`config.mk`:
```
export PLATFORM = sky130hd
export DESIGN_NAME = clos_ecmp_port_select
export DESIGN_NICKNAME = d
export VERILOG_FILES = /design/src/hw/rtl/clos_pkg.sv /design/src/hw/rtl/clos_div.sv /design/src/hw/rtl/clos_hash.sv /design/src/hw/rtl/clos_ecmp_port_select.sv
export SDC_FILE = /design/constraint.sdc
export NUM_CORES = 1
export LEC_CHECK = 0
export BUFFER_PORTS_ARGS = -buffer_cell sky130_fd_sc_hd__buf_4
export CORE_UTILIZATION = 37
export CTS_CLUSTER_SIZE = 8
export DETAILED_ROUTE_END_ITERATION = 8
export GPL_TIMING_DRIVEN = 0
export PLACE_DENSITY_LB_ADDON = 0.3
export RECOVER_POWER = 100
export SETUP_SLACK_MARGIN = 0.15
export SYNTH_ARGS = -nofsm -noshare
export SYNTH_HDL_FRONTEND = slang
export SYNTH_SLANG_ARGS = --single-unit
```
`constraint.sdc`:
```
create_clock -name clk -period 6.7 [get_ports clk]
set_input_delay 0.67 -clock clk [delete_from_list [all_inputs] [get_ports clk]]
set_output_delay 0.67 -clock clk [all_outputs]
set_load 0.05 [all_outputs]
```
`src/hw/rtl/clos_pkg.sv`:
```
package clos_pkg;

  // Field widths
  localparam int ADDR_W = 32;
  localparam int HOP_W  = 8;
  localparam int PORT_W = 6;
  localparam int SP_W   = 7;
  localparam int HALF_W = SP_W - 1;
  localparam int LFSR_W = 16;
  localparam int HASH_W = 16;

  // Stream packing
  localparam int S_DATA_W = 80;
  localparam int M_DATA_W = 40;

  // Configuration port
  localparam int CFG_IDX_W  = 2;
  localparam int CFG_DATA_W = 32;
  localparam logic [CFG_IDX_W-1:0] CFG_NODE_ID     = 2'd0;
  localparam logic [CFG_IDX_W-1:0] CFG_SWITCH_PORTS = 2'd1;
  localparam logic [CFG_IDX_W-1:0] CFG_TOR_COUNT   = 2'd2;
  localparam logic [CFG_IDX_W-1:0] CFG_SPRAY       = 2'd3;

  // Register reset values
  localparam logic [ADDR_W-1:0] NODE_ID_RST      = '0;
  localparam logic [SP_W-1:0]   SWITCH_PORTS_RST = 7'd6;
  localparam logic [SP_W-1:0]   TOR_COUNT_RST    = 7'd4;
  localparam logic              SPRAY_RST        = 1'b1;

  // LFSR seed
  localparam logic [LFSR_W-1:0] LFSR_SEED = 16'hACE1;

  // Divider: one quotient bit per cycle
  localparam int DIV_STEPS = ADDR_W;
  localparam int DIV_CNT_W = $clog2(DIV_STEPS);
  localparam logic [DIV_CNT_W-1:0] DIV_LAST = DIV_CNT_W'(DIV_STEPS - 1);

  // Hop count ceiling
  localparam logic [HOP_W-1:0] HOP_MAX = '1;

  // Sequencer states
  typedef enum logic [1:0] {
    ST_IDLE,
    ST_DECIDE,
    ST_DIV,
    ST_DONE
  } clos_state_t;

  // Routing decision kept for the result stage
  typedef struct packed {
    logic deliver_local;
    logic hop_ge1;
    logic half_zero;
  } route_flags_t;

endpackage

```
`src/hw/rtl/clos_div.sv`:
```
module clos_div
  import clos_pkg::*;
(
  input  logic              clk,
  input  logic              rst,
  input  logic              start,
  input  logic [ADDR_W-1:0] dividend,
  input  logic [HALF_W-1:0] divisor,
  output logic              busy,
  output logic              last,
  output logic [ADDR_W-1:0] quot,
  output logic [HALF_W-1:0] rem
);

  logic [DIV_CNT_W-1:0] cnt;
  logic [HALF_W-1:0]    dvsr;
  logic [HALF_W:0]      trial;
  logic                 fits;

  // Shift next dividend bit into the partial remainder and trial-subtract
  assign trial = {rem, quot[ADDR_W-1]};
  assign fits  = trial >= {1'b0, dvsr};
  assign last  = busy && (cnt == DIV_LAST);

  // Step control
  always_ff @(posedge clk) begin
    if (rst) begin
      busy <= 1'b0;
      cnt  <= '0;
    end else if (start) begin
      busy <= 1'b1;
      cnt  <= '0;
    end else if (busy) begin
      cnt <= cnt + 1'b1;
      if (last) begin
        busy <= 1'b0;
      end
    end
  end

  // Remainder and quotient datapath
  always_ff @(posedge clk) begin
    if (start) begin
      rem  <= '0;
      quot <= dividend;
      dvsr <= divisor;
    end else if (busy) begin
      if (fits) begin
        rem <= HALF_W'(trial - {1'b0, dvsr});
      end else begin
        rem <= trial[HALF_W-1:0];
      end
      quot <= {quot[ADDR_W-2:0], fits};
    end
  end

endmodule

```
`src/hw/rtl/clos_hash.sv`:
```
module clos_hash
  import clos_pkg::*;
(
  input  logic              clk,
  input  logic              rst,
  input  logic              advance,
  input  logic              spray,
  input  logic [ADDR_W-1:0] src_addr,
  input  logic [ADDR_W-1:0] dest_addr,
  input  logic [PORT_W-1:0] in_port,
  output logic [HASH_W-1:0] hash
);

  logic [LFSR_W-1:0] lfsr;
  logic [LFSR_W-1:0] lfsr_next;
  logic [HASH_W-1:0] flow;

  // Fibonacci step, taps 16,14,13,11
  assign lfsr_next = {lfsr[0] ^ lfsr[2] ^ lfsr[3] ^ lfsr[5], lfsr[LFSR_W-1:1]};

  // Fold address halves and ingress port
  assign flow = src_addr[15:0] ^ src_addr[31:16] ^ dest_addr[15:0] ^ dest_addr[31:16]
              ^ {{(HASH_W-PORT_W){1'b0}}, in_port};

  // Spray uses the advanced LFSR value
  assign hash = spray ? lfsr_next : flow;

  always_ff @(posedge clk) begin
    if (rst) begin
      lfsr <= LFSR_SEED;
    end else if (advance) begin
      lfsr <= lfsr_next;
    end
  end

endmodule

```
`src/hw/rtl/clos_ecmp_port_select.sv`:
```
// A forwarded packet passes from its input beat through the decide state, 32 divider
// steps and the result state to its result beat; local delivery or a half port count
// of zero skips the shared bit-serial divider.
// One packet is in work at a time: input is held off until its result is loaded,
// and longer while an earlier result is held.
// Reset (rst, synchronous): registers to defaults, LFSR to 0xACE1, output empty.
module clos_ecmp_port_select
  import clos_pkg::*;
(
  input  logic                  clk,
  input  logic                  rst,
  // Configuration write port
  input  logic                  cfg_we,
  input  logic [CFG_IDX_W-1:0]  cfg_index,
  input  logic [CFG_DATA_W-1:0] cfg_data,
  // Input stream
  input  logic                  s_tvalid,
  output logic                  s_tready,
  input  logic [S_DATA_W-1:0]   s_tdata,   // src_addr[31:0], dest_addr[63:32],
                                           // hop_count[71:64], in_port[77:72], zero pad
  // Result stream
  output logic                  m_tvalid,
  input  logic                  m_tready,
  output logic [M_DATA_W-1:0]   m_tdata,   // out_port[31:0], hop_count_out[39:32]
  output logic                  m_tuser    // deliver_local
);

  // Configuration registers
  logic [ADDR_W-1:0] node_id;
  logic [SP_W-1:0]   switch_ports;
  logic [SP_W-1:0]   tor_count;
  logic              per_packet_spray;

  // Captured header
  logic [ADDR_W-1:0] src_addr;
  logic [ADDR_W-1:0] dest_addr;
  logic [HOP_W-1:0]  hop_count;
  logic [PORT_W-1:0] in_port;

  clos_state_t  state;
  clos_state_t  state_next;
  route_flags_t flags;
  route_flags_t flags_next;

  logic [HALF_W-1:0]     half;
  logic [2*SP_W-1:0]     tor_prod;
  logic [2*SP_W-1:0]     lower;
  logic                  node_lower;
  logic [HASH_W-1:0]     hash;
  logic                  lfsr_adv;
  logic                  div_start;
  logic                  div_busy;
  logic                  div_last;
  logic [ADDR_W-1:0]     div_dividend;
  logic [ADDR_W-1:0]     div_quot;
  logic [HALF_W-1:0]     div_rem;
  logic                  out_load;
  logic                  accept;
  logic [ADDR_W-1:0]     port_sel;
  logic [HOP_W-1:0]      hop_sel;

  assign accept = s_tvalid && s_tready;

  // Write configuration
  always_ff @(posedge clk) begin
    if (rst) begin
      node_id          <= NODE_ID_RST;
      switch_ports     <= SWITCH_PORTS_RST;
      tor_count        <= TOR_COUNT_RST;
      per_packet_spray <= SPRAY_RST;
    end else if (cfg_we) begin
      unique case (cfg_index)
        CFG_NODE_ID:      node_id          <= cfg_data[ADDR_W-1:0];
        CFG_SWITCH_PORTS: switch_ports     <= cfg_data[SP_W-1:0];
        CFG_TOR_COUNT:    tor_count        <= cfg_data[SP_W-1:0];
        CFG_SPRAY:        per_packet_spray <= cfg_data[0];
        default: ;
      endcase
    end
  end

  // Capture header beat
  always_ff @(posedge clk) begin
    if (accept) begin
      src_addr  <= s_tdata[31:0];
      dest_addr <= s_tdata[63:32];
      hop_count <= s_tdata[71:64];
      in_port   <= s_tdata[77:72];
    end
  end

  // Tier boundary: tor_count*switch_ports/2 + tor_count
  assign half       = switch_ports[SP_W-1:1];
  assign tor_prod   = {{SP_W{1'b0}}, tor_count} * {{SP_W{1'b0}}, switch_ports};
  assign lower      = (tor_prod >> 1) + {{SP_W{1'b0}}, tor_count};
  assign node_lower = node_id < {{(ADDR_W-2*SP_W){1'b0}}, lower};

  // Classify the packet in the decide cycle
  always_comb begin
    flags_next.deliver_local = dest_addr == node_id;
    flags_next.hop_ge1       = hop_count != '0;
    flags_next.half_zero     = half == '0;
  end

  always_ff @(posedge clk) begin
    if (state == ST_DECIDE) begin
      flags <= flags_next;
    end
  end

  assign div_dividend = flags_next.hop_ge1 ? dest_addr : {{(ADDR_W-HASH_W){1'b0}}, hash};

  clos_hash u_hash (
    .clk       (clk),
    .rst       (rst),
    .advance   (lfsr_adv),
    .spray     (per_packet_spray),
    .src_addr  (src_addr),
    .dest_addr (dest_addr),
    .in_port   (in_port),
    .hash      (hash)
  );

  clos_div u_div (
    .clk      (clk),
    .rst      (rst),
    .start    (div_start),
    .dividend (div_dividend),
    .divisor  (half),
    .busy     (div_busy),
    .last     (div_last),
    .quot     (div_quot),
    .rem      (div_rem)
  );

  // Sequencer state register
  always_ff @(posedge clk) begin
    if (rst) begin
      state <= ST_IDLE;
    end else begin
      state <= state_next;
    end
  end

  // Next state
  always_comb begin
    state_next = state;
    unique case (state)
      ST_IDLE: begin
        if (accept) state_next = ST_DECIDE;
      end
      ST_DECIDE: begin
        if (flags_next.deliver_local || flags_next.half_zero) begin
          state_next = ST_DONE;
        end else begin
          state_next = ST_DIV;
        end
      end
      ST_DIV: begin
        if (div_last) state_next = ST_DONE;
      end
      ST_DONE: begin
        if (out_load) state_next = ST_IDLE;
      end
      default: state_next = ST_IDLE;
    endcase
  end

  // Sequencer outputs
  always_comb begin
    s_tready  = 1'b0;
    div_start = 1'b0;
    lfsr_adv  = 1'b0;
    out_load  = 1'b0;
    unique case (state)
      ST_IDLE: s_tready = 1'b1;
      ST_DECIDE: begin
        div_start = !flags_next.deliver_local && !flags_next.half_zero;
        lfsr_adv  = !flags_next.deliver_local && !flags_next.hop_ge1 && per_packet_spray;
      end
      ST_DIV: ;
      ST_DONE: out_load = !m_tvalid || m_tready;
      default: ;
    endcase
  end

  // Select egress port and next hop count
  always_comb begin
    if (flags.deliver_local || flags.half_zero) begin
      port_sel = '0;
    end else if (!flags.hop_ge1) begin
      port_sel = {{(ADDR_W-HALF_W-1){1'b0}}, {1'b0, div_rem} + {1'b0, half}};
    end else if (node_lower) begin
      port_sel = {{(ADDR_W-HALF_W){1'b0}}, div_rem};
    end else begin
      port_sel = div_quot;
    end
    if (flags.deliver_local) begin
      hop_sel = '0;
    end else if (hop_count == HOP_MAX) begin
      hop_sel = HOP_MAX;
    end else begin
      hop_sel = hop_count + 1'b1;
    end
  end

  // Output register: hold the beat until taken
  always_ff @(posedge clk) begin
    if (rst) begin
      m_tvalid <= 1'b0;
    end else if (out_load) begin
      m_tvalid <= 1'b1;
    end else if (m_tready) begin
      m_tvalid <= 1'b0;
    end
  end

  always_ff @(posedge clk) begin
    if (out_load) begin
      m_tdata <= {hop_sel, port_sel};
      m_tuser <= flags.deliver_local;
    end
  end

  // Local delivery carries zero port and zero hop count
  a_local_zero: assert property (@(posedge clk) disable iff (rst)
    m_tvalid && m_tuser |-> m_tdata == '0)
    else $error("local delivery beat with nonzero payload");

  // A forwarded packet always leaves with a nonzero hop count
  a_fwd_hop: assert property (@(posedge clk) disable iff (rst)
    m_tvalid && !m_tuser |-> m_tdata[M_DATA_W-1:ADDR_W] != '0)
    else $error("forwarded beat with zero hop count");

  // Divider runs only under the divide state
  a_div_state: assert property (@(posedge clk) disable iff (rst)
    div_busy |-> state == ST_DIV)
    else $error("divider busy outside divide state");

  // An accepted header is classified in the next cycle
  a_accept_decide: assert property (@(posedge clk) disable iff (rst)
    accept |=> state == ST_DECIDE)
    else $error("accepted header not followed by decide");

  // A pending result is never overwritten before it is taken
  a_no_overwrite: assert property (@(posedge clk) disable iff (rst)
    m_tvalid && !m_tready |=> m_tvalid && $stable(m_tdata) && $stable(m_tuser))
    else $error("pending result lost");

endmodule

```
==> run_results.csv, run 1 <==
group,metric,value,unit
outcome,status,"finished, violations left",
outcome,violations,"capacitance limit, slew limit",
sta,setup_viol,0,
logic_synthesis,synth_top_area_share,0.380,
logic_synthesis,synthesis.area,0.0127,sq mm
setup_path,cp_slowest_cell,"fa_1",
sta,worst_clock_skew,0.0179,ns
setup_path,r2r_cells,29,
power,p_seq_frac,0.423,
global_route,track_usage,0.189,
clock_network,insertion_delay,0.51,ns
floorplanning,die_h,187,microns
layout,fin_nets,1627,
setup_path,cp-startpoint,"tor_count[5]$_SDFFE_PP0P_",
clock_network,htree_levels,2,
logic_synthesis,synth_edf_count,160,
logic_synthesis,yosys.area_share.xor_xnor,0.0782,
power,peakVddDrop,0.000201,V
power,powerDensity,342,mW/mm^2
setup_path,cp.arrival,6.66,ns
logic_synthesis,yosys_warnings,0,
routing,routed.top_layer,"met4",
routing,viasPerCell,5.01,
logic_synthesis,synth_mux_area_frac,0.0258,
routing,wl,33300,microns
sta,period_minus_slack,6.46,ns
floorplanning,rows,67,
layout,drive_gt1_frac,0.169,
setup_path,crit_type,"reg -> reg",
logic_synthesis,synth_top_area_cell,"edfxtp_1",
floorplanning,die_x,187,microns
sta,fmax,0.155,GHz
clock_network,cts_root_buf,"clkbuf_16",
sta,finalHoldViolCount,0,
logic_synthesis,synth_most_common_cell,"edfxtp_1",
routing,drtIter0Drc,680,
sta,finalMaxSlewViolations,134,
routing,antenna_left,0,
sta,grt_setup_unrepaired,"yes",
global_route,grt_max_degree,68,
power,pwr-share-clk,0.300,
logic_synthesis,netlist_instances,1181,
routing,wl_met3,2130,microns
logic_synthesis,yosysUniqueCellTypes,57,
setup_path,path_max_fanout,6,
clock_network,clockBufferDepth,3,
setup_path,reg2reg_slack,0.24,ns
layout,syn2layout_area_growth,24.5,%
floorplanning,core_area,0.0336,sq mm
sta,finalCritPeriodShare,0.963,
clock_network,clk_pin_slew,0.05,ns
routing,m1WireLength,15200,microns
logic_synthesis,synth-seq-cells,238,
routing,dr_wl_met2,15200,microns
layout,stdcell_count,1883,
routing,vias,9425,
sta,worst_pin_slew,3.72,ns
clock_network,cts_hold_buffers,0,
min_path,worstHoldPathCells,1,
clock_network,tritoncts,"yes",
logic_synthesis,async_flop_share,0,
global_route,overflow,0,
power,p_switching,1760,uW
global_route,antenna_found_initial,1,
setup_path,cp-end-kind,"register",
routing,drc_errors,0,
logic_synthesis,synth_top_family_by_area,"simple AND/OR/NAND/NOR gates",
placement,hpwlAfterDp,24700,microns
logic_synthesis,synth_compound_area_frac,0.0998,
power,p_sw_frac,0.326,
routing,first_pass_iters,5,
min_path,worst_hold_path_type,"in -> reg",
floorplanning,start_util,0.377,
setup_path,regToRegEndpoint,"m_tdata[1]$_SDFFCE_PP0P_",
floorplanning,ios,162,
logic_synthesis,synthTopCellsByArea,"edfxtp_1 (38%), dfxtp_1 (12%), ha_1 (7.1%)",
logic_synthesis,syn_nets,1399,
placement,gp_congestion,0.855,
setup_path,worstReg2RegStart,"tor_count[5]$_SDFFE_PP0P_",
setup_path,cp.required,6.91,ns
logic_synthesis,yosys.area_share.simple,0.143,
logic_synthesis,yosysSeqAreaShare,0.503,
clock_network,cts.sinks,238,
logic_synthesis,synth_adder_area_share,0.114,
setup_path,startpoint_type,"register",
global_route,grt_pass1_vias,9238,
flow_run,cap_violations,3,
placement,dp_cells,1789,
clock_network,numCtsBuffers,35,
power,p_leak,0.00626,uW
routing,routedWlPerCell,17.7,microns
setup_path,crit_end,"m_tdata[1]$_SDFFCE_PP0P_",
logic_synthesis,yosys-top-cells-count,"edfxtp_1 (160), nand2_1 (105), a21oi_1 (103)",
logic_synthesis,synth_ff_type,"edfxtp_1",
layout,fin_util,0.469,
global_route,grt_pass1_wl,51200,microns
placement,port_buffers,158,
setup_path,worst_path_largest_cell_delay,0.55,ns
logic_synthesis,synth_area_per_cell,10.7,sq um
power,power.internal,3630,uW
sta,fin_tns_setup,0,ns
power,p_comb_frac,0.277,
sta,slew_headroom,-1.48,
floorplanning,fp.dieArea,0.0350,sq mm
==> timing repair <==
item                                    in CTS  in global routing
hold endpoints to repair                     0                  0
cloned                                       0                  1
pin swaps                                   14                 34
resized for setup                           45                 39
buffers inserted                            15                 15
endpoints found under the setup margin      32                 32
==> cell usage in the layout (no fill, tap or decap), types with 13 or more instances in the layout <==
master	synthesis	routed
clkbuf_16	0	36
mux2i_1	27	23
buf_4	0	59
ha_1	72	69
clkbuf_1	42	117
a211oi_1	18	13
and2_1	65	56
inv_1	77	73
o21ai_0	24	30
dfxtp_1	78	68
nor3_1	19	17
edfxtp_1	160	160
xnor2_1	96	96
clkbuf_4	0	77
a21o_1	14	14
nand2_1	105	105
and3_1	14	14
fa_1	27	27
xor2_1	17	17
nand4_1	16	16
nor2_1	80	80
a21oi_1	103	99
nand3_1	23	22
==> through the flow <==
stage	power [uW]	cell area (sq um)	worst slack (ns)	hold slack, ns
finish	5390	15800	0.245	0.361
global route	5680	15800	0.0157	0.346
CTS	5420	15800	0.174	0.325
detailed placement	3750	14500	-0.826	0.432
global placement	3720	14400	-0.807	0.434
floorplan	3260	12700	0.172	0.424
==> metal layers <==
metal,global-route usage,up-vias
met4,0.0542,0
met3,0.0317,49
met2,0.300,310
li1,-,4585
met1,0.265,4481
met5,0,-
==> flip-flops by register name, summed over array words and instances, names as in the netlist, 2 cells and up <==
name          flops
state             2
m_tdata          40
u_hash.lfsr      16
hop_count         8
switch_ports      7
u_div.quot       32
u_div.cnt         5
tor_count         7
u_div.dvsr        6
dest_addr        32
node_id          32
in_port           6
u_div.rem         6
src_addr         32
flags             3
==> power groups by stage <==
stage	logic, uW	registers, uW	clock network (uW)
CTS	1520	2260	1640
global route	1650	2320	1710
floorplan	981	2280	0
finish	1490	2280	1620
global placement	1420	2300	0
detailed placement	1470	2280	0
==> critical path: cells and delay by family, from the launching register on <==
kind                     cells  cell delay, ns
AO/OA/AOI/OAI               11            1.57
XOR/XNOR                     2            0.28
adder cells (fa/ha/maj)      7            2.97
buffers and inverters        6            0.46
flip-flops                   1            0.36
multiplexers                 1            0.22
AND/OR/NAND/NOR              2            0.30
==> worst min path at each step <==
stage	start	end	slack, ns
detailed placement	flags[2]$_DFFE_PP_	m_tuser$_DFFE_PP_	0.43
floorplan	flags[2]$_DFFE_PP_	m_tuser$_DFFE_PP_	0.42
global route	s_tdata[27]	src_addr[27]$_DFFE_PP_	0.35
CTS	s_tdata[72]	in_port[0]$_DFFE_PP_	0.33
finish	s_tdata[67]	hop_count[3]$_DFFE_PP_	0.36
global placement	flags[2]$_DFFE_PP_	m_tuser$_DFFE_PP_	0.43
==> logic make-up (layout without fill, tap and decap cells) <==
kind of cell | after synthesis | after routing
other | 0 | 1
AND/OR/NAND/NOR | 367 | 367
XOR/XNOR | 113 | 113
flip-flops | 238 | 238
buffers and inverters | 123 | 376
multiplexers | 32 | 32
adder cells (fa/ha/maj) | 99 | 99
AO/OA/AOI/OAI | 209 | 209
==> cell type report <==
class	count	area (sq um)
Antenna cell	1	2.50
Buffer	46	210
Clock buffer	60	991
Clock inverter	2	25.0
Fill cell	3165	17900
Inverter	77	289
Multi-Input combinational cell	820	6020
Sequential cell	238	6400
Tap cell	448	561
Timing Repair Buffer	191	1260
Note: power is estimated with default switching activity, not from simulation.
==> run 2: changes to the inputs <==
==> constraint.sdc (replaced) <==
create_clock -name clk -period 6.26 [get_ports clk]
set_input_delay 0.626 -clock clk [delete_from_list [all_inputs] [get_ports clk]]
set_output_delay 0.626 -clock clk [all_outputs]
set_load 0.05 [all_outputs]
==> run 2 against run 1 <==
- the run ends with capacitance limit, slew limit, setup timing left
- critical endpoint is now m_tdata[12]$_SDFFCE_PP0P_
- clock power rose by 5%
- highest routed layer unchanged
- worst setup slack worse by 0.38 ns
- first-iteration DRC count decreased by 5.3%
- largest cell class unchanged
- critical path depth unchanged
- flip-flop and latch count unchanged
==> run_results.csv, run 2 (synthesized netlist as in run 1, its figures left out) <==
group,metric,value,unit
clock_network,tritoncts,"yes",
power,power.internal,3900,uW
flow_run,cap_violations,3,
global_route,grt_pass1_vias,9207,
layout,final_common_cell,"edfxtp_1",
floorplanning,start_util,0.377,
routing,drc_errors,0,
power,peakVddDrop,0.000199,V
setup_path,cp.required,6.51,ns
layout,n_fill_cell,3099,
layout,fin_util,0.469,
setup_path,worst_path_most_repeated_cell,"fa_1",
setup_path,worstReg2RegStart,"tor_count[5]$_SDFFE_PP0P_",
power,p_switching,1870,uW
floorplanning,fp.dieArea,0.0350,sq mm
layout,regMostFlops,"m_tdata",
layout,fin_nets,1620,
routing,routedWlPerCell,17.5,microns
setup_path,cp-end-kind,"register",
layout,drive_gt1_frac,0.186,
clock_network,cts.sinks,238,
layout,diodes,0,
power,p_sw_frac,0.324,
layout,largest_register_ffs,40,
routing,vias,9353,
sta,worst_clock_skew,0.0118,ns
placement,place_ws,-0.885,ns
clock_network,insertion_delay,0.50,ns
global_route,overflow,0,
clock_network,clk_pin_slew,0.05,ns
global_route,antenna_found_initial,0,
setup_path,crit_type,"reg -> reg",
sta,slew_headroom,-1.53,
placement,gp_congestion,0.902,
global_route,use_met2,0.294,
floorplanning,ios,162,
global_route,track_usage,0.187,
setup_path,cp.arrival,6.64,ns
global_route,use_met3,0.0315,
setup_path,path_max_fanout,8,
power,p_seq_frac,0.424,
routing,viasPerCell,5.01,
floorplanning,die_h,187,microns
setup_path,startpoint_type,"register",
outcome,violations,"capacitance limit, slew limit, setup timing",
power,p_total,5770,uW
routing,wl,32700,microns
clock_network,clockBufferDepth,3,
power,powerDensity,366,mW/mm^2
sta,finalCritPeriodShare,1.02,
layout,final_cell_mix,"edfxtp_1 (160), nand2_1 (104), clkbuf_1 (103)",
outcome,status,"finished, violations left",
clock_network,cts_root_buf,"clkbuf_16",
clock_network,htree_levels,2,
power,pwr-share-clk,0.295,
power,p_leak,0.00631,uW
routing,antenna_left,0,
global_route,grtUsageMet1,0.263,
placement,dp_cells,1789,
sta,period_minus_slack,6.39,ns
clock_network,numCtsBuffers,35,
min_path,min-delay-start,"s_tdata[55]",
sta,fin_tns_setup,-3.57,ns
sta,finalHoldViolCount,0,
sta,setup_viol,31,
global_route,grt_max_degree,73,
sta,worst_pin_slew,3.80,ns
min_path,worst_hold_path_type,"in -> reg",
global_route,grt_pass1_wl,51000,microns
floorplanning,core_area,0.0336,sq mm
layout,syn2layout_area_growth,24.5,%
placement,port_buffers,158,
setup_path,cp-startpoint,"tor_count[5]$_SDFFE_PP0P_",
routing,first_pass_iters,5,
setup_path,worst_path_largest_cell_delay,0.55,ns
sta,setup_ws,-0.131,ns
power,p_comb_frac,0.281,
sta,fmax,0.156,GHz
layout,stdcell_count,1867,
sta,grt_setup_unrepaired,"yes",
setup_path,cp_slowest_cell,"fa_1",
sta,finalMaxSlewViolations,143,
floorplanning,die_x,187,microns
floorplanning,rows,67,
global_route,top_usage_layer,"met2",
routing,drtIter0Drc,644,
placement,hpwlAfterDp,24400,microns
## run 2: cell count changes in the layout (fill, tap and decap cells not counted), sizes merged
cell | previous run | this run
buf | 64 | 59
clkbuf | 233 | 223
diode | 1 | 0
## run 2: layer usage
| metal | wire length, microns | share of wire |
|---|---|---|
| met5 | 0 | 0 |
| met4 | 930 | 0.028 |
| met3 | 1900 | 0.058 |
| met2 | 14900 | 0.45 |
| met1 | 15000 | 0.46 |
## run 2: through the flow
step	hold WS, ns	instance area [sq um]
2_1_floorplan	0.424	12700
3_3_place_gp	0.433	14500
3_5_place_dp	0.432	14600
4_1_cts	0.283	15900
5_1_grt	0.303	15800
6_report	0.318	15800
## run 2: power by group through the flow
stage                     Sequential (uW)  Combinational [uW]  Clock, uW
after floorplan                      2440                1050          0
after detailed placement             2440                1580          0
after global routing                 2480                1790       1800
after CTS                            2420                1670       1730
after global placement               2460                1530          0
final                                2440                1620       1700
## run 2: final cells by class
cell class                 instances  area (sq um)  share of cell area
sequential                       238          6400               0.406
multi-input combinational        820          6080               0.386
timing repair buffer             184          1220              0.0774
clock buffer                      52           961              0.0610
tap                              448           561              0.0356
inverter                          77           289              0.0183
buffer                            46           223              0.0141
clock inverter                     2          25.0             0.00159
## run 2: repair_timing
action,4_1_cts,5_1_grt
cloned,2,0
hold buffers,0,0
setup endpoints to repair,32,32
buffers inserted,19,3
gates resized for setup,61,12
pin swaps,22,19
## run 2: path summary, 6_finish.rpt
path,endpoint,slack [ns],cells after the start
hold / removal,dest_addr[23]$_DFFE_PP_,0.32,1
setup reg to reg,m_tdata[12]$_SDFFCE_PP0P_,-0.13,29
setup / recovery,m_tdata[12]$_SDFFCE_PP0P_,-0.13,29
hold reg to reg,m_tuser$_DFFE_PP_,0.44,0
## run 2: worst max-delay path: cells and delay by family, from the launching register on
| family | cells | cell delay [ns] |
|---|---|---|
| AOI/OAI and AO/OA | 6 | 0.94 |
| DFF | 1 | 0.36 |
| and+or+nand+nor | 8 | 1.09 |
| xor gates and xnor gates | 1 | 0.13 |
| adders and majority gates | 7 | 2.89 |
| buffers and inverters | 7 | 0.72 |
==> run 3: changes to the inputs <==
--- a/config.mk
+++ b/config.mk
@@ -5,6 +5,7 @@
 export SDC_FILE = /design/constraint.sdc
 export NUM_CORES = 1
 export LEC_CHECK = 0
+export ABC_AREA = 1
 export BUFFER_PORTS_ARGS = -buffer_cell sky130_fd_sc_hd__buf_4
 export CORE_UTILIZATION = 37
 export CTS_CLUSTER_SIZE = 8
==> run 3 against run 2 <==
- the flow finishes with violations (capacitance limit, slew limit)
- largest cell class unchanged
- area after synthesis grew 3.8%
- final area is 4.5% higher
- maximum frequency up 3.7%
- global-route usage increased by 1.1 points
- core utilization grew 0.57 points
- first-iteration DRC count increased by 23%
- clock power increased by 3%
- critical endpoint is now m_tdata[13]$_SDFFCE_PP0P_
- wire length increased by 8.6%
- critical path depth increased by 4
==> run_results.csv, run 3 <==
group,metric,value,unit
power,powerDensity,346,mW/mm^2
sta,fin_tns_setup,0,ns
floorplanning,start_util,0.378,
layout,largest_register_ffs,40,
flow_run,cap_violations,2,
logic_synthesis,yosys.area_share.xor_xnor,0.0626,
sta,finalHoldViolCount,0,
layout,drive_gt1_frac,0.186,
sta,fmax,0.162,GHz
clock_network,clk_pin_slew,0.05,ns
setup_path,worst_path_most_repeated_cell,"inv_2",
routing,vias,10400,
logic_synthesis,synth-seq-cells,238,
logic_synthesis,netlist_instances,1429,
placement,hpwlAfterDp,26400,microns
layout,fin_nets,1884,
logic_synthesis,synth_adder_area_share,0.110,
global_route,overflow,0,
setup_path,startpoint_type,"register",
clock_network,cts_hold_buffers,0,
min_path,min-delay-start,"s_tdata[21]",
routing,drc_errors,0,
logic_synthesis,synth_top_area_cell,"edfxtp_1",
setup_path,cp.arrival,6.41,ns
floorplanning,ios,162,
clock_network,cts.sinks,238,
routing,routedWlPerCell,16.5,microns
sta,setup_viol,0,
logic_synthesis,yosysUniqueCellTypes,45,
logic_synthesis,synthTopCellsByArea,"edfxtp_1 (37%), dfxtp_1 (12%), nand2_1 (7.8%)",
global_route,grt_pass1_vias,10200,
sta,slew_headroom,-1.68,
routing,wl,35500,microns
min_path,worst_hold_path_type,"in -> reg",
logic_synthesis,yosys_warnings,0,
logic_synthesis,synth_area_per_cell,9.19,sq um
outcome,violations,"capacitance limit, slew limit",
logic_synthesis,async_flop_share,0,
clock_network,clockBufferDepth,3,
sta,grt_setup_unrepaired,"yes",
layout,fin_area,0.0165,sq mm
clock_network,tritoncts,"yes",
outcome,status,"finished, violations left",
sta,finalMaxSlewViolations,95,
layout,syn2layout_area_growth,25.4,%
global_route,grt_max_degree,73,
floorplanning,die_x,190,microns
placement,gp_congestion,0.871,
setup_path,r2r_cells,33,
setup_path,crit_buf_inv,10,
clock_network,htree_levels,2,
setup_path,crit_family,"adder cells",
global_route,antenna_found_initial,0,
routing,viasPerCell,4.85,
layout,n_fill_cell,3278,
setup_path,cp.required,6.51,ns
floorplanning,core_area,0.0347,sq mm
setup_path,cp_slowest_cell,"fa_1",
floorplanning,die_h,190,microns
logic_synthesis,yosys-top-cells-count,"nand2_1 (272), inv_1 (222), edfxtp_1 (160)",
setup_path,worstReg2RegStart,"switch_ports[1]$_SDFFE_PP1P_",
sta,worst_pin_slew,4.03,ns
logic_synthesis,synth_ff_type,"edfxtp_1",
setup_path,reg2reg_slack,0.1,ns
layout,regMostFlops,"m_tdata",
logic_synthesis,yosys.area_share.simple,0.154,
logic_synthesis,synthesis.area,0.0131,sq mm
layout,final_cell_mix,"nand2_1 (261), inv_1 (215), edfxtp_1 (160)",
floorplanning,fp.dieArea,0.0363,sq mm
setup_path,regToRegEndpoint,"m_tdata[13]$_SDFFCE_PP0P_",
power,p_leak,0.00733,uW
logic_synthesis,synth_top_area_share,0.366,
routing,antenna_left,0,
global_route,grt_pass1_wl,55000,microns
floorplanning,rows,68,
setup_path,cp-end-kind,"register",
min_path,hold_end,"src_addr[21]$_DFFE_PP_",
logic_synthesis,syn_nets,1647,
sta,period_minus_slack,6.16,ns
setup_path,worst_path_largest_cell_delay,0.53,ns
logic_synthesis,synth_compound_area_frac,0.105,
layout,diodes,0,
layout,fin_util,0.474,
placement,port_buffers,158,
setup_path,crit_type,"reg -> reg",
logic_synthesis,synth_top_family_by_area,"simple AND/OR/NAND/NOR gates",
clock_network,insertion_delay,0.51,ns
routing,drtIter0Drc,795,
placement,placed_area,0.0150,sq mm
layout,final_common_cell,"nand2_1",
global_route,track_usage,0.198,
clock_network,cts_root_buf,"clkbuf_16",
power,peakVddDrop,0.000203,V
sta,finalCritPeriodShare,0.984,
min_path,worstHoldPathCells,1,
power,p_total,5690,uW
setup_path,path_max_fanout,6,
logic_synthesis,yosysSeqAreaShare,0.485,
routing,first_pass_iters,5,
logic_synthesis,synth_edf_count,160,
sta,worst_clock_skew,0.0205,ns
logic_synthesis,synth_mux_area_frac,0,
clock_network,numCtsBuffers,35,
logic_synthesis,synth_most_common_cell,"nand2_1",
## run 3: cell types whose count changed after synthesis, moves of 30 or more
cell / before / now
nand2_1: 105 / 272
inv_1: 77 / 222
o21ai_0: 24 / 98
and2_1: 65 / 0
xnor2_1: 96 / 55
nor2_1: 80 / 113
nand3_1: 23 / 53
## run 3: area by class of cell
class / instances / area, sq um / area share
well taps: 455 / 569 / 0.0346
inverters: 226 / 862 / 0.0524
clock buffers: 61 / 1000 / 0.0610
multi-input cells: 918 / 5910 / 0.359
clock inverters: 2 / 25.0 / 0.00152
plain buffers: 47 / 312 / 0.0189
repair buffers: 200 / 1400 / 0.0849
flip-flops and latches: 238 / 6380 / 0.388
## run 3: worst max path at each step
stage	from	to	slack, ns	cells past startpoint
floorplan	tor_count[1]$_SDFFE_PP0P_	m_tdata[4]$_SDFFCE_PP0P_	0.27	31
global placement	tor_count[1]$_SDFFE_PP0P_	m_tdata[14]$_SDFFCE_PP0P_	-0.45	28
detailed placement	tor_count[1]$_SDFFE_PP0P_	m_tdata[14]$_SDFFCE_PP0P_	-0.54	28
CTS	tor_count[5]$_SDFFE_PP0P_	m_tdata[4]$_SDFFCE_PP0P_	0.1	35
global route	switch_ports[4]$_SDFFE_PP0P_	m_tdata[4]$_SDFFCE_PP0P_	-0.09	32
finish	switch_ports[1]$_SDFFE_PP1P_	m_tdata[13]$_SDFFCE_PP0P_	0.1	33
## run 3: power breakdown
group	leakage, uW	switching [uW]	internal [uW]	total (uW)
Combinational	0.00470	1070	553	1620
Sequential	0.00214	175	2140	2310
Clock	0.000491	669	1080	1750
## run 3: routing by layer
layer  vias to the layer above  track usage  routed length, microns
met1                      4834        0.271                   15700
met4                         0       0.0732                    1260
met3                        78       0.0355                    2660
met5                         -            0                       0
li1                       5125            -                       -
met2                       377        0.311                   15900
## run 3: what timing repair did
| action | 4_1_cts | 5_1_grt |
|---|---|---|
| resized for setup | 83 | 62 |
| buffers inserted | 23 | 15 |
| cloned | 2 | 0 |
| pin swaps | 33 | 39 |
| endpoints found under the setup margin | 32 | 32 |
## run 3: cell families after synthesis
kind of cell	count (synthesis)
compound gates	246
flops	238
xor+xnor	93
buf+inv	273
fa+ha+maj	99
simple gates	480
## run 3: metrics by stage
step                instances  hold WS [ns]  worst slack (ns)
global route             2147         0.296           -0.0857
floorplan                1429         0.424             0.265
finish                   2147         0.309            0.0978
global placement         2042         0.430            -0.448
CTS                      2132         0.272            0.0958
detailed placement       2044         0.433            -0.543
